File: src/sv/lpg_pkg.sv
// Shared types and constants of the line pixel generator.
// No dependencies; used by the interfaces, the top level and the checker.
package lpg_pkg;

    localparam int COORD_BITS   = 12;
    localparam int CLIP_BITS    = 12;
    localparam int COLOR_BITS   = 32;
    localparam int ERR_BITS     = COORD_BITS + 1;
    localparam int CMP_BITS     = (COORD_BITS > CLIP_BITS) ? COORD_BITS : CLIP_BITS;
    localparam int CFG_IDX_BITS = 1;

    typedef enum logic {
        REQ_LOAD    = 1'b0,
        REQ_ADVANCE = 1'b1
    } t_req_type;

    localparam logic [CFG_IDX_BITS-1:0] CFG_CLIP_WIDTH  = 1'd0;
    localparam logic [CFG_IDX_BITS-1:0] CFG_CLIP_HEIGHT = 1'd1;

    localparam logic [CLIP_BITS-1:0] CLIP_WIDTH_RST  = 12'd320;
    localparam logic [CLIP_BITS-1:0] CLIP_HEIGHT_RST = 12'd240;

    // Step direction codes
    localparam logic [1:0] DIR_NONE = 2'b00;
    localparam logic [1:0] DIR_POS  = 2'b01;
    localparam logic [1:0] DIR_NEG  = 2'b11;

    typedef struct packed {
        t_req_type                      req_type;
        logic signed [COORD_BITS-1:0]   x_start;
        logic signed [COORD_BITS-1:0]   y_start;
        logic signed [COORD_BITS-1:0]   x_end;
        logic signed [COORD_BITS-1:0]   y_end;
        logic        [COLOR_BITS-1:0]   line_color;
    } t_req;

    typedef struct packed {
        logic signed [COORD_BITS-1:0]   pixel_x;
        logic signed [COORD_BITS-1:0]   pixel_y;
        logic        [COLOR_BITS-1:0]   pixel_color;
        logic                           in_window;
        logic                           last_pixel;
    } t_pix;

endpackage

File: src/sv/lpg_req_if.sv
// Request channel: load and advance beats into the line pixel generator.
// Depends on lpg_pkg.
interface lpg_req_if;
    logic          valid;
    logic          ready;
    lpg_pkg::t_req payload;

    modport source (output valid, output payload, input ready);
    modport sink   (input valid, input payload, output ready);
endinterface

File: src/sv/lpg_pix_if.sv
// Pixel channel: one beat per emitted line pixel.
// Depends on lpg_pkg.
interface lpg_pix_if;
    logic          valid;
    logic          ready;
    lpg_pkg::t_pix payload;

    modport source (output valid, output payload, input ready);
    modport sink   (input valid, input payload, output ready);
endinterface

File: src/sv/line_pixel_generator.sv
// Bresenham line rasteriser. An accepted advance beat passes through the input register,
// then the result register, before its pixel shows on the output.
// Throughput: one request beat per cycle, one pixel per cycle while the sink takes them.
// Reset (synchronous, active low) drops any loaded line, empties both registers and
// restores the clip window to 320 x 240.
module line_pixel_generator (
    input  logic                                i_clk,
    input  logic                                i_rst_n,
    lpg_req_if.sink                             i_req,
    lpg_pix_if.source                           o_pix,
    input  logic                                i_cfg_we,
    input  logic [lpg_pkg::CFG_IDX_BITS-1:0]    i_cfg_idx,
    input  logic [lpg_pkg::CLIP_BITS-1:0]       i_cfg_data
);

    localparam int CB = lpg_pkg::COORD_BITS;

    // Configuration
    logic [lpg_pkg::CLIP_BITS-1:0] r_clip_width;
    logic [lpg_pkg::CLIP_BITS-1:0] r_clip_height;

    // Input register
    logic           r_s1_valid;
    lpg_pkg::t_req  r_s1;

    // Line state
    logic                       r_line_active;
    logic                       r_x_is_major;
    logic [CB-1:0]              r_pos_x;
    logic [CB-1:0]              r_pos_y;
    logic [CB-1:0]              r_stop_x;
    logic [CB-1:0]              r_stop_y;
    logic [CB-1:0]              r_major_delta;
    logic [CB-1:0]              r_minor_delta;
    logic [lpg_pkg::ERR_BITS-1:0] r_error_acc;
    logic [1:0]                 r_dir_x;
    logic [1:0]                 r_dir_y;
    logic [lpg_pkg::COLOR_BITS-1:0] r_held_color;

    // Result register
    logic           r_out_valid;
    lpg_pkg::t_pix  r_out;

    // Handshake
    logic s1_is_load;
    logic s1_emits;
    logic out_free;
    logic s1_fire;

    // Load set-up
    logic [CB:0]    dx;
    logic [CB:0]    dy;
    logic [CB:0]    neg_dx;
    logic [CB:0]    neg_dy;
    logic [CB-1:0]  adx;
    logic [CB-1:0]  ady;
    logic [1:0]     n_dir_x;
    logic [1:0]     n_dir_y;
    logic           n_x_is_major;
    logic [CB-1:0]  n_major_delta;
    logic [CB-1:0]  n_minor_delta;

    // Step
    logic                           last;
    logic                           in_win;
    logic [lpg_pkg::ERR_BITS-1:0]   err_sum;
    logic                           minor_step;
    logic [lpg_pkg::ERR_BITS-1:0]   n_error_acc;
    logic [CB-1:0]                  step_x;
    logic [CB-1:0]                  step_y;
    logic [CB-1:0]                  n_pos_x;
    logic [CB-1:0]                  n_pos_y;

    always_comb begin
        s1_is_load = (r_s1.req_type == lpg_pkg::REQ_LOAD);
        s1_emits   = r_s1_valid && !s1_is_load && r_line_active;
        out_free   = !r_out_valid || o_pix.ready;
        s1_fire    = r_s1_valid && (!s1_emits || out_free);
    end

    assign i_req.ready = !r_s1_valid || s1_fire;
    assign o_pix.valid   = r_out_valid;
    assign o_pix.payload = r_out;

    // Deltas, magnitudes and directions of a new line
    always_comb begin
        dx     = {r_s1.x_end[CB-1], r_s1.x_end} - {r_s1.x_start[CB-1], r_s1.x_start};
        dy     = {r_s1.y_end[CB-1], r_s1.y_end} - {r_s1.y_start[CB-1], r_s1.y_start};
        neg_dx = ~dx + 1'b1;
        neg_dy = ~dy + 1'b1;
        adx    = dx[CB] ? neg_dx[CB-1:0] : dx[CB-1:0];
        ady    = dy[CB] ? neg_dy[CB-1:0] : dy[CB-1:0];
        priority if (dx == '0) begin
            n_dir_x = lpg_pkg::DIR_NONE;
        end else if (dx[CB]) begin
            n_dir_x = lpg_pkg::DIR_NEG;
        end else begin
            n_dir_x = lpg_pkg::DIR_POS;
        end
        priority if (dy == '0) begin
            n_dir_y = lpg_pkg::DIR_NONE;
        end else if (dy[CB]) begin
            n_dir_y = lpg_pkg::DIR_NEG;
        end else begin
            n_dir_y = lpg_pkg::DIR_POS;
        end
        // Equal deltas fall to y as the major axis
        n_x_is_major  = ady < adx;
        n_major_delta = n_x_is_major ? adx : ady;
        n_minor_delta = n_x_is_major ? ady : adx;
    end

    // One Bresenham step from the current position
    always_comb begin
        last   = r_x_is_major ? (r_pos_x == r_stop_x) : (r_pos_y == r_stop_y);
        in_win = !r_pos_x[CB-1] && !r_pos_y[CB-1]
              && (lpg_pkg::CMP_BITS'(r_pos_x) < lpg_pkg::CMP_BITS'(r_clip_width))
              && (lpg_pkg::CMP_BITS'(r_pos_y) < lpg_pkg::CMP_BITS'(r_clip_height));
        err_sum     = r_error_acc + {1'b0, r_minor_delta};
        minor_step  = err_sum > {1'b0, r_major_delta};
        n_error_acc = minor_step ? (err_sum - {1'b0, r_major_delta}) : err_sum;
        step_x  = r_pos_x + {{(CB-2){r_dir_x[1]}}, r_dir_x};
        step_y  = r_pos_y + {{(CB-2){r_dir_y[1]}}, r_dir_y};
        n_pos_x = (r_x_is_major || minor_step) ? step_x : r_pos_x;
        n_pos_y = (!r_x_is_major || minor_step) ? step_y : r_pos_y;
    end

    always_ff @(posedge i_clk) begin
        if (!i_rst_n) begin
            r_clip_width  <= lpg_pkg::CLIP_WIDTH_RST;
            r_clip_height <= lpg_pkg::CLIP_HEIGHT_RST;
        end else if (i_cfg_we) begin
            unique case (i_cfg_idx)
                lpg_pkg::CFG_CLIP_WIDTH:  r_clip_width  <= i_cfg_data;
                lpg_pkg::CFG_CLIP_HEIGHT: r_clip_height <= i_cfg_data;
                default: ;
            endcase
        end
    end

    // Input register: hold while the step stage stalls
    always_ff @(posedge i_clk) begin
        if (!i_rst_n) begin
            r_s1_valid <= 1'b0;
        end else if (i_req.ready) begin
            r_s1_valid <= i_req.valid;
        end
    end

    always_ff @(posedge i_clk) begin
        if (i_req.valid && i_req.ready) begin
            r_s1 <= i_req.payload;
        end
    end

    always_ff @(posedge i_clk) begin
        if (!i_rst_n) begin
            r_line_active <= 1'b0;
        end else if (s1_fire) begin
            if (s1_is_load) begin
                r_line_active <= 1'b1;
            end else if (r_line_active && last) begin
                r_line_active <= 1'b0;
            end
        end
    end

    always_ff @(posedge i_clk) begin
        if (s1_fire) begin
            if (s1_is_load) begin
                r_pos_x       <= r_s1.x_start;
                r_pos_y       <= r_s1.y_start;
                r_stop_x      <= r_s1.x_end;
                r_stop_y      <= r_s1.y_end;
                r_dir_x       <= n_dir_x;
                r_dir_y       <= n_dir_y;
                r_x_is_major  <= n_x_is_major;
                r_major_delta <= n_major_delta;
                r_minor_delta <= n_minor_delta;
                r_error_acc   <= {2'b00, n_major_delta[CB-1:1]};
                r_held_color  <= r_s1.line_color;
            end else if (r_line_active && !last) begin
                r_pos_x     <= n_pos_x;
                r_pos_y     <= n_pos_y;
                r_error_acc <= n_error_acc;
            end
        end
    end

    // Result register: fill on an emitting step, drop once the beat is taken
    always_ff @(posedge i_clk) begin
        if (!i_rst_n) begin
            r_out_valid <= 1'b0;
        end else if (s1_fire && s1_emits) begin
            r_out_valid <= 1'b1;
        end else if (o_pix.ready) begin
            r_out_valid <= 1'b0;
        end
    end

    always_ff @(posedge i_clk) begin
        if (s1_fire && s1_emits) begin
            r_out.pixel_x     <= r_pos_x;
            r_out.pixel_y     <= r_pos_y;
            r_out.pixel_color <= r_held_color;
            r_out.in_window   <= in_win;
            r_out.last_pixel  <= last;
        end
    end

endmodule

File: src/flat_wrapper.sv
// flat-port wrapper written by rule: the top's interface ports become plain ports
module line_pixel_generator_flat 
  (i_clk, i_rst_n, i_cfg_we, i_cfg_idx, i_cfg_data, i_req_valid, i_req_payload, i_req_ready, o_pix_valid, o_pix_payload, o_pix_ready);
  lpg_req_if i_req_i ();
  lpg_pix_if o_pix_i ();
  input  logic i_clk;
  input  logic i_rst_n;
  input  logic i_cfg_we;
  input  logic [lpg_pkg::CFG_IDX_BITS-1:0] i_cfg_idx;
  input  logic [lpg_pkg::CLIP_BITS-1:0] i_cfg_data;
  input wire logic [$bits(i_req_i.valid)-1:0] i_req_valid;
  input wire logic [$bits(i_req_i.payload)-1:0] i_req_payload;
  output wire logic [$bits(i_req_i.ready)-1:0] i_req_ready;
  output wire logic [$bits(o_pix_i.valid)-1:0] o_pix_valid;
  output wire logic [$bits(o_pix_i.payload)-1:0] o_pix_payload;
  input wire logic [$bits(o_pix_i.ready)-1:0] o_pix_ready;
  assign i_req_i.valid = i_req_valid;
  assign i_req_i.payload = i_req_payload;
  assign i_req_ready = i_req_i.ready;
  assign o_pix_valid = o_pix_i.valid;
  assign o_pix_payload = o_pix_i.payload;
  assign o_pix_i.ready = o_pix_ready;
  line_pixel_generator u_core (.i_clk(i_clk), .i_rst_n(i_rst_n), .i_req(i_req_i), .o_pix(o_pix_i), .i_cfg_we(i_cfg_we), .i_cfg_idx(i_cfg_idx), .i_cfg_data(i_cfg_data));
endmodule
File: config.mk
export PLATFORM = sky130hd
export DESIGN_NAME = line_pixel_generator_flat
export DESIGN_NICKNAME = d
export VERILOG_FILES = /design/src/sv/lpg_pkg.sv /design/src/sv/lpg_req_if.sv /design/src/sv/lpg_pix_if.sv /design/src/sv/line_pixel_generator.sv /design/src/flat_wrapper.sv
export SDC_FILE = /design/constraint.sdc
export NUM_CORES = 1
export LEC_CHECK = 0
export BUFFER_PORTS_ARGS = -buffer_cell sky130_fd_sc_hd__buf_2
export CORE_MARGIN = 2
export CORE_UTILIZATION = 49
export DETAILED_ROUTE_END_ITERATION = 16
export HOLD_SLACK_MARGIN = 0.06
export PLACE_DENSITY = 0.71
export SLEW_MARGIN = 5
export SYNTH_ARGS = -nofsm -noshare
export SYNTH_HDL_FRONTEND = slang
export SYNTH_SLANG_ARGS = --single-unit
File: constraint.sdc
create_clock -name i_clk -period 4.6 [get_ports i_clk]
set_input_delay 1.38 -clock i_clk [delete_from_list [all_inputs] [get_ports i_clk]]
set_output_delay 1.38 -clock i_clk [all_outputs]
set_load 0.01 [all_outputs]
==> Yosys cells after proc, flatten, opt, wreduce, memory -nomap -nowiden <==
Index checks and enable logic that the tools add are counted.
{ "totals": {"latch_bits": 0, "output_inout_bits": 60, "inputBits": 99, "mem_bits_ro": 0, "word_cells": 102, "n_memories": 0, "mem_bits_rw": 0, "ff_bits": 288} }
{ "op_classes": {"n_mul": 0, "n_lt_le_gt_ge": 4, "addsub": 8, "shifts": 0, "div": 0, "reduce_logical": 32, "n_eq_ne": 6, "n_bitwise": 4, "mux": 20} }
{ "ops": {"columns": ["cell", "count"], "rows": [
  ["12-bit two-way mux", 10],
  ["12-bit less-than comparator", 3],
  ["13-bit logical NOT", 2],
  ["13-bit two-way mux", 2],
  ["12-bit by 12-bit subtractor with 13-bit output", 2],
  ["12-bit by 1-bit adder with 12-bit output, second input constant", 2],
  ["12-bit adder", 2],
  ["12-bit == test", 2],
  ["12-bit NOT", 2],
  ["13-bit by 12-bit adder with 13-bit output", 1],
  ["13-bit by 12-bit > comparator with 1-bit output", 1],
  ["13-bit by 12-bit subtractor with 13-bit output", 1],
  ["11-bit two-way mux", 1],
  ["1-bit logical AND", 10],
  ["2-bit AND reduction", 5],
  ["2-bit inequality test, second input constant", 4],
  ["1-bit logical NOT", 7],
  ["3-bit AND reduction", 2],
  ["1-bit logical OR", 5],
  ["1-bit two-way mux", 5],
  ["2-bit two-way mux", 2],
  ["1-bit NOT", 2],
  ["2-bit nonzero test", 1]
]} }

==> Logic depth before layout (Yosys ltp) <==
{ "depth": {"ltp_word": 7, "mapped_depth": 24, "depth_no_buf": 21} }

==> Least setup slack after synthesis <==
No wires, ideal clock.
{ "synth_timing": {"path_kind": "register to register", "from": "reg u_core.r_s1[80] in the netlist's numbering", "to": "reg u_core.r_dir_x[0], enable pin", "synth_period_minus_slack_ns": 4.836, "t_arrival_ns": 4.295, "required_time_ns": 4.059, "setup_time_ns": 0.541, "setup_slack_ns": -0.236, "path_stages_with_launch": 3, "path_buffers": 1, "path_cell_list": "edfxtp_1 buf_4 nor2b_1"} }
{ "synth_between": {"elab_chain_cells": 6, "elab_cells_between_ends": 7, "cone_classes": "bitwise (1); reduce/logical (6)"} }
{ "synth_rtl": {"columns": ["item", "line_no", "text"], "rows": [
  ["start: declaration", "line_pixel_generator.sv:24", "lpg_pkg::t_req r_s1;"],
  ["start signal: assignment", "line_pixel_generator.sv:152", "r_s1 <= i_req.payload;"],
  ["1-bit logical AND (2 in a row)", "line_pixel_generator.sv:76", "s1_emits = r_s1_valid && !s1_is_load && r_line_active;"],
  ["1-bit logical NOT", "line_pixel_generator.sv:78", "s1_fire = r_s1_valid && (!s1_emits || out_free);"],
  ["1-bit logical OR", "line_pixel_generator.sv:78", null],
  ["1-bit logical AND", "line_pixel_generator.sv:78", null],
  ["2-bit AND reduction (no source line) (*)", null, null],
  ["end signal: assignment", "line_pixel_generator.sv:175", "r_dir_x <= n_dir_x;"],
  ["end: declaration", "line_pixel_generator.sv:36", "logic [1:0] r_dir_x;"]
]} }
Every way passes the cells marked *; elsewhere a longest branch is shown, timed or not.
A chain may end at the register's enable or synchronous reset.

==> Final worst setup path <==
{ "layout_timing": {"from": "reg u_core.r_s1[68] in the netlist's numbering", "to": "reg u_core.r_error_acc[0] in the netlist's numbering (data pin)"} }
{ "layout_between": {"elab_chain_cells": 7} }
{ "layout_rtl": {"columns": ["item", "line_no", "text"], "rows": [
  ["12-bit by 12-bit subtractor with 13-bit output (*)", "line_pixel_generator.sv:87", "dx = {r_s1.x_end[CB-1], r_s1.x_end} - {r_s1.x_start[CB-1], r_s1.x_start};"],
  ["12-bit NOT", "line_pixel_generator.sv:89", "neg_dx = ~dx + 1'b1;"],
  ["12-bit by 1-bit adder with 12-bit output", "line_pixel_generator.sv:89", null],
  ["12-bit two-way mux (*)", "line_pixel_generator.sv:91", "adx = dx[CB] ? neg_dx[CB-1:0] : dx[CB-1:0];"],
  ["12-bit less-than comparator", "line_pixel_generator.sv:108", "n_x_is_major = ady < adx;"],
  ["12-bit two-way mux (*)", "line_pixel_generator.sv:109", "n_major_delta = n_x_is_major ? adx : ady;"],
  ["via u_core.n_major_delta[1]", "line_pixel_generator.sv:60", "logic [CB-1:0] n_major_delta;"],
  ["11-bit two-way mux (*)", "line_pixel_generator.sv:170", "if (s1_is_load) begin"],
  ["end signal: assignment", "line_pixel_generator.sv:180", "r_error_acc <= {2'b00, n_major_delta[CB-1:1]};"],
  ["end signal: assignment", "line_pixel_generator.sv:185", "r_error_acc <= n_error_acc;"],
  ["end: declaration", "line_pixel_generator.sv:35", "logic [lpg_pkg::ERR_BITS-1:0] r_error_acc;"]
]} }
Mark *: on every way through the listed nets, which the timed path passes. The rest lies on a longest branch.

==> results.md <==
* Die W at 176 µm
* Most frequent cells in the layout: edfxtp_1 (261), buf_2 (158), inv_1 (104), ha_1 (103), nand2_1 (86)
* CTS tree: built
* Reg2reg start: u_core.r_s1[68]
* Post-route setup TNS at 0 ns
* DP Cell Count at around 1,700
* Net Count, Synth at 1,393
* Async set-reset flop share out of synthesis at 0%
* Placer Congestion at just over 0.8
* Number of routed nets with antenna violations at 0
* WL final at approximately 33,000 µm
* Startpoint class of the critical path: register
* Hold EP: u_core.r_held_color[4]
* Post-synth EDFFs at around 260
* First-pass GRT wire length at approximately 51,000 µm
* Clock transition at path regs at roughly 0.06 ns
* GRT Residual Overflow at 0
* CTS Sinks at 288
* Fillers at around 2,400
* Actual slew at the worst max-slew pin at approximately 1.1 ns
* Hold Violations, Final at 0
* Syn Area/Cell at approximately 12 µm²
* Worst-Skew Late Latency at 0.56 ns
* P&R area growth vs syn at 17.9%
* Vias in the first global route at 9,516
* RSZ-0062 raised after global routing: false
* Antenna violations before repair at 0
* Slew Viols, Final at 0
* Fin util at between 50% and 60%
* Critical path class: register to register
* Critical path peak fanout at 12
* Critical Path AT at approximately 4.7 ns
* Most common cell after layout, fill and taps aside: edfxtp_1
* Sequential area share after synthesis at between 50% and 60%
* Hold Path Depth at 0
* Worst min-delay path startpoint: u_core.r_s1[4]
* Worst setup EP type: register
* Pwr Total at 9.02 mW
* Fin Clk Skew at between 0.02 and 0.025 ns
* Input/output buffers at between 150 and 200
* Vias per cell at 5.40
* Fin Hold WS at 0.405 ns
* Synth Flop Type: edfxtp_1
* DRT Pass-1 Iters at 5
* Post-synthesis cell type count at 72
* Max clock buf depth at 3
* Mapped Area at approximately 14,000 µm²
* CORE AREA at 28,900 µm²
* Number of I/O pins at roughly 160
* Fmax at 229 MHz
* Initial core utilization at between 50% and 60%
* Min-Delay Path Class: register to register
* Die height at 176 µm
* Ys Warns at 0
* DRC at 0
* Dpl cell area at roughly 16,000 µm²
* Pwr Density at approximately 530 nW/µm²
* Clk Tree Root Cell: clkbuf_16
* Mapped Cells at about 1,200
* Area of the multi-input gates at approximately 5700 µm²
* CTS buffer count at 31
* DPL Wire Length at ~25,000 µm
* Fin area at approximately 17,000 µm²
* Setup WS post-layout at around 0.23 ns
* Post-route minimum period at 4.37 ns
* H-tree depth at 1
* Share of cells above drive strength 1 at about 21%
* Crit share post-route at 94.9%
* Finished Layout Cells at approximately 1,800
* Largest net degree at the start of global routing at 82
* Yosys reg bits at between 200 and 300
* LEAKAGE at between 6 and 7 nW
* CP Data Required Time at 4.90 ns
* Reg2reg end: u_core.r_error_acc[0]
* Sequential Area at 8380 µm²
* Row count at 62
* DIE AREA at 30,900 µm²
* Setup-failing EPs final at 0
* Nets at about 1,600
* Ant. Diodes at 0
* Gr usage total at 21.2%
* FF-to-FF setup slack at ~0.23 ns
* Slew headroom at 25.3%
* Via Count at approximately 9,700
* Initial detailed-routing violation count at between 700 and 800
* DP Worst Slack at -0.00711 ns
* Max-cap violations at 0
* WL/cell at approximately 18 µm
* FF-to-FF path depth at 22
* Status: completed
* Worst VDD drop at 332 µV
==> where the power goes <==
| part | internal, mW | switching (mW) |
|---|---|---|
| Clock | 1.42 | 1.02 |
| Sequential | 3.20 | 0.112 |
| Combinational | 1.44 | 1.83 |
| Total | 6.06 | 2.96 |
==> worst max-delay path, cell delays in order, from the launching register on <==
cell and delay (ns):
edfxtp_1 0.42, ha_2 0.22, fa_2 0.38, nor2b_4 0.14
o31ai_2 0.08, a21oi_2 0.24, o211ai_1 0.14, a31oi_2 0.25
inv_1 0.11, buf_4 0.18, nor2_1 0.09, a21oi_1 0.09
ha_1 0.30, a211oi_1 0.06, o31ai_1 0.23, a31oi_1 0.13
o21bai_1 0.15, a21o_1 0.17, clkinv_1 0.11, buf_6 0.17
nor2_1 0.10, a21oi_1 0.07, mux2_2 0.28
==> how the worst max path moves through the flow <==
| stage | to | start | cells past startpoint | slack (ns) |
|---|---|---|---|---|
| after floorplan | u_core.o_pix.payload[0] | o_pix_ready | 2 | 0.03 |
| after global placement | u_core.r_error_acc[0] | u_core.r_s1[32] | 22 | 0.07 |
| after detailed placement | u_core.r_error_acc[0] | u_core.r_s1[56] | 21 | -0.007 |
| after CTS | u_core.r_error_acc[0] | u_core.r_s1[56] | 21 | 0.04 |
| after global routing | u_core.r_error_acc[0] | u_core.r_s1[58] | 20 | 0.01 |
| final | u_core.r_error_acc[0] | u_core.r_s1[68] | 22 | 0.23 |
==> flip-flops by register name, indices dropped and copies added (netlist names) <==
register and flops:
u_core.r_x_is_major 1, u_core.r_error_acc 13, u_core.r_s1 81, u_core.r_clip_width 12
u_core.r_minor_delta 12, u_core.r_clip_height 12, u_core.r_pos_y 12, u_core.o_pix.valid 1
u_core.o_pix.payload 58, u_core.r_major_delta 12, u_core.r_dir_x 2, u_core.r_stop_x 12
u_core.r_line_active 1, u_core.r_held_color 32, u_core.r_stop_y 12, u_core.r_s1_valid 1
u_core.r_dir_y 2, u_core.r_pos_x 12
==> cell type report <==
type | instances | share of cell area, %
multi-input combinational | 767 | 33.5
tap | 384 | 2.82
inverter | 106 | 2.33
clock inverter | 20 | 1.17
clock buffer | 37 | 4.68
sequential | 288 | 49.1
timing repair buffer | 191 | 6.35
==> logic make-up after synthesis <==
| logic type | synth area share, % |
|---|---|
| adders and majority gates | 9.91 |
| AOI/OAI and AO/OA | 12.4 |
| and+or+nand+nor | 9.13 |
| buffers and inverters | 3.42 |
| DFF | 57.9 |
| xor gates and xnor gates | 5.52 |
| muxes | 1.75 |
==> synth_stat cells (all sizes together) (15+ instances only) <==
library cell    n  share of area [%]
nor2b          17               0.79
a21o           20                1.0
edfxtp        261                 54
nor2           79                2.1
xor2           36                2.2
o21a           20                1.0
mux2i          17                1.2
clkbuf         15               0.39
dfxtp          27                3.7
o21ai          59                2.0
nand2          86                2.2
a21boi         26                1.3
ha            105                9.1
xnor2          53                3.3
inv           104                2.7
a21oi          57                2.0
==> layer usage <==
metal / global-route usage, % / share of wire [%] / vias up
met2: 37.2 / 50 / 245
met1: 27.7 / 44 / 4631
met5: 0 / 0 / -
met4: 6.58 / 2.8 / 0
met3: 2.51 / 3.8 / 59
li1: - / - / 4742
==> what timing repair did <==
action / CTS / global route
hold buffers: 0 / 0
endpoints found under the setup margin: 2 / 29
pin swaps: 0 / 10
setup buffers: 1 / 5
resized for setup: 2 / 25
Power figures use the tool's default switching activity.
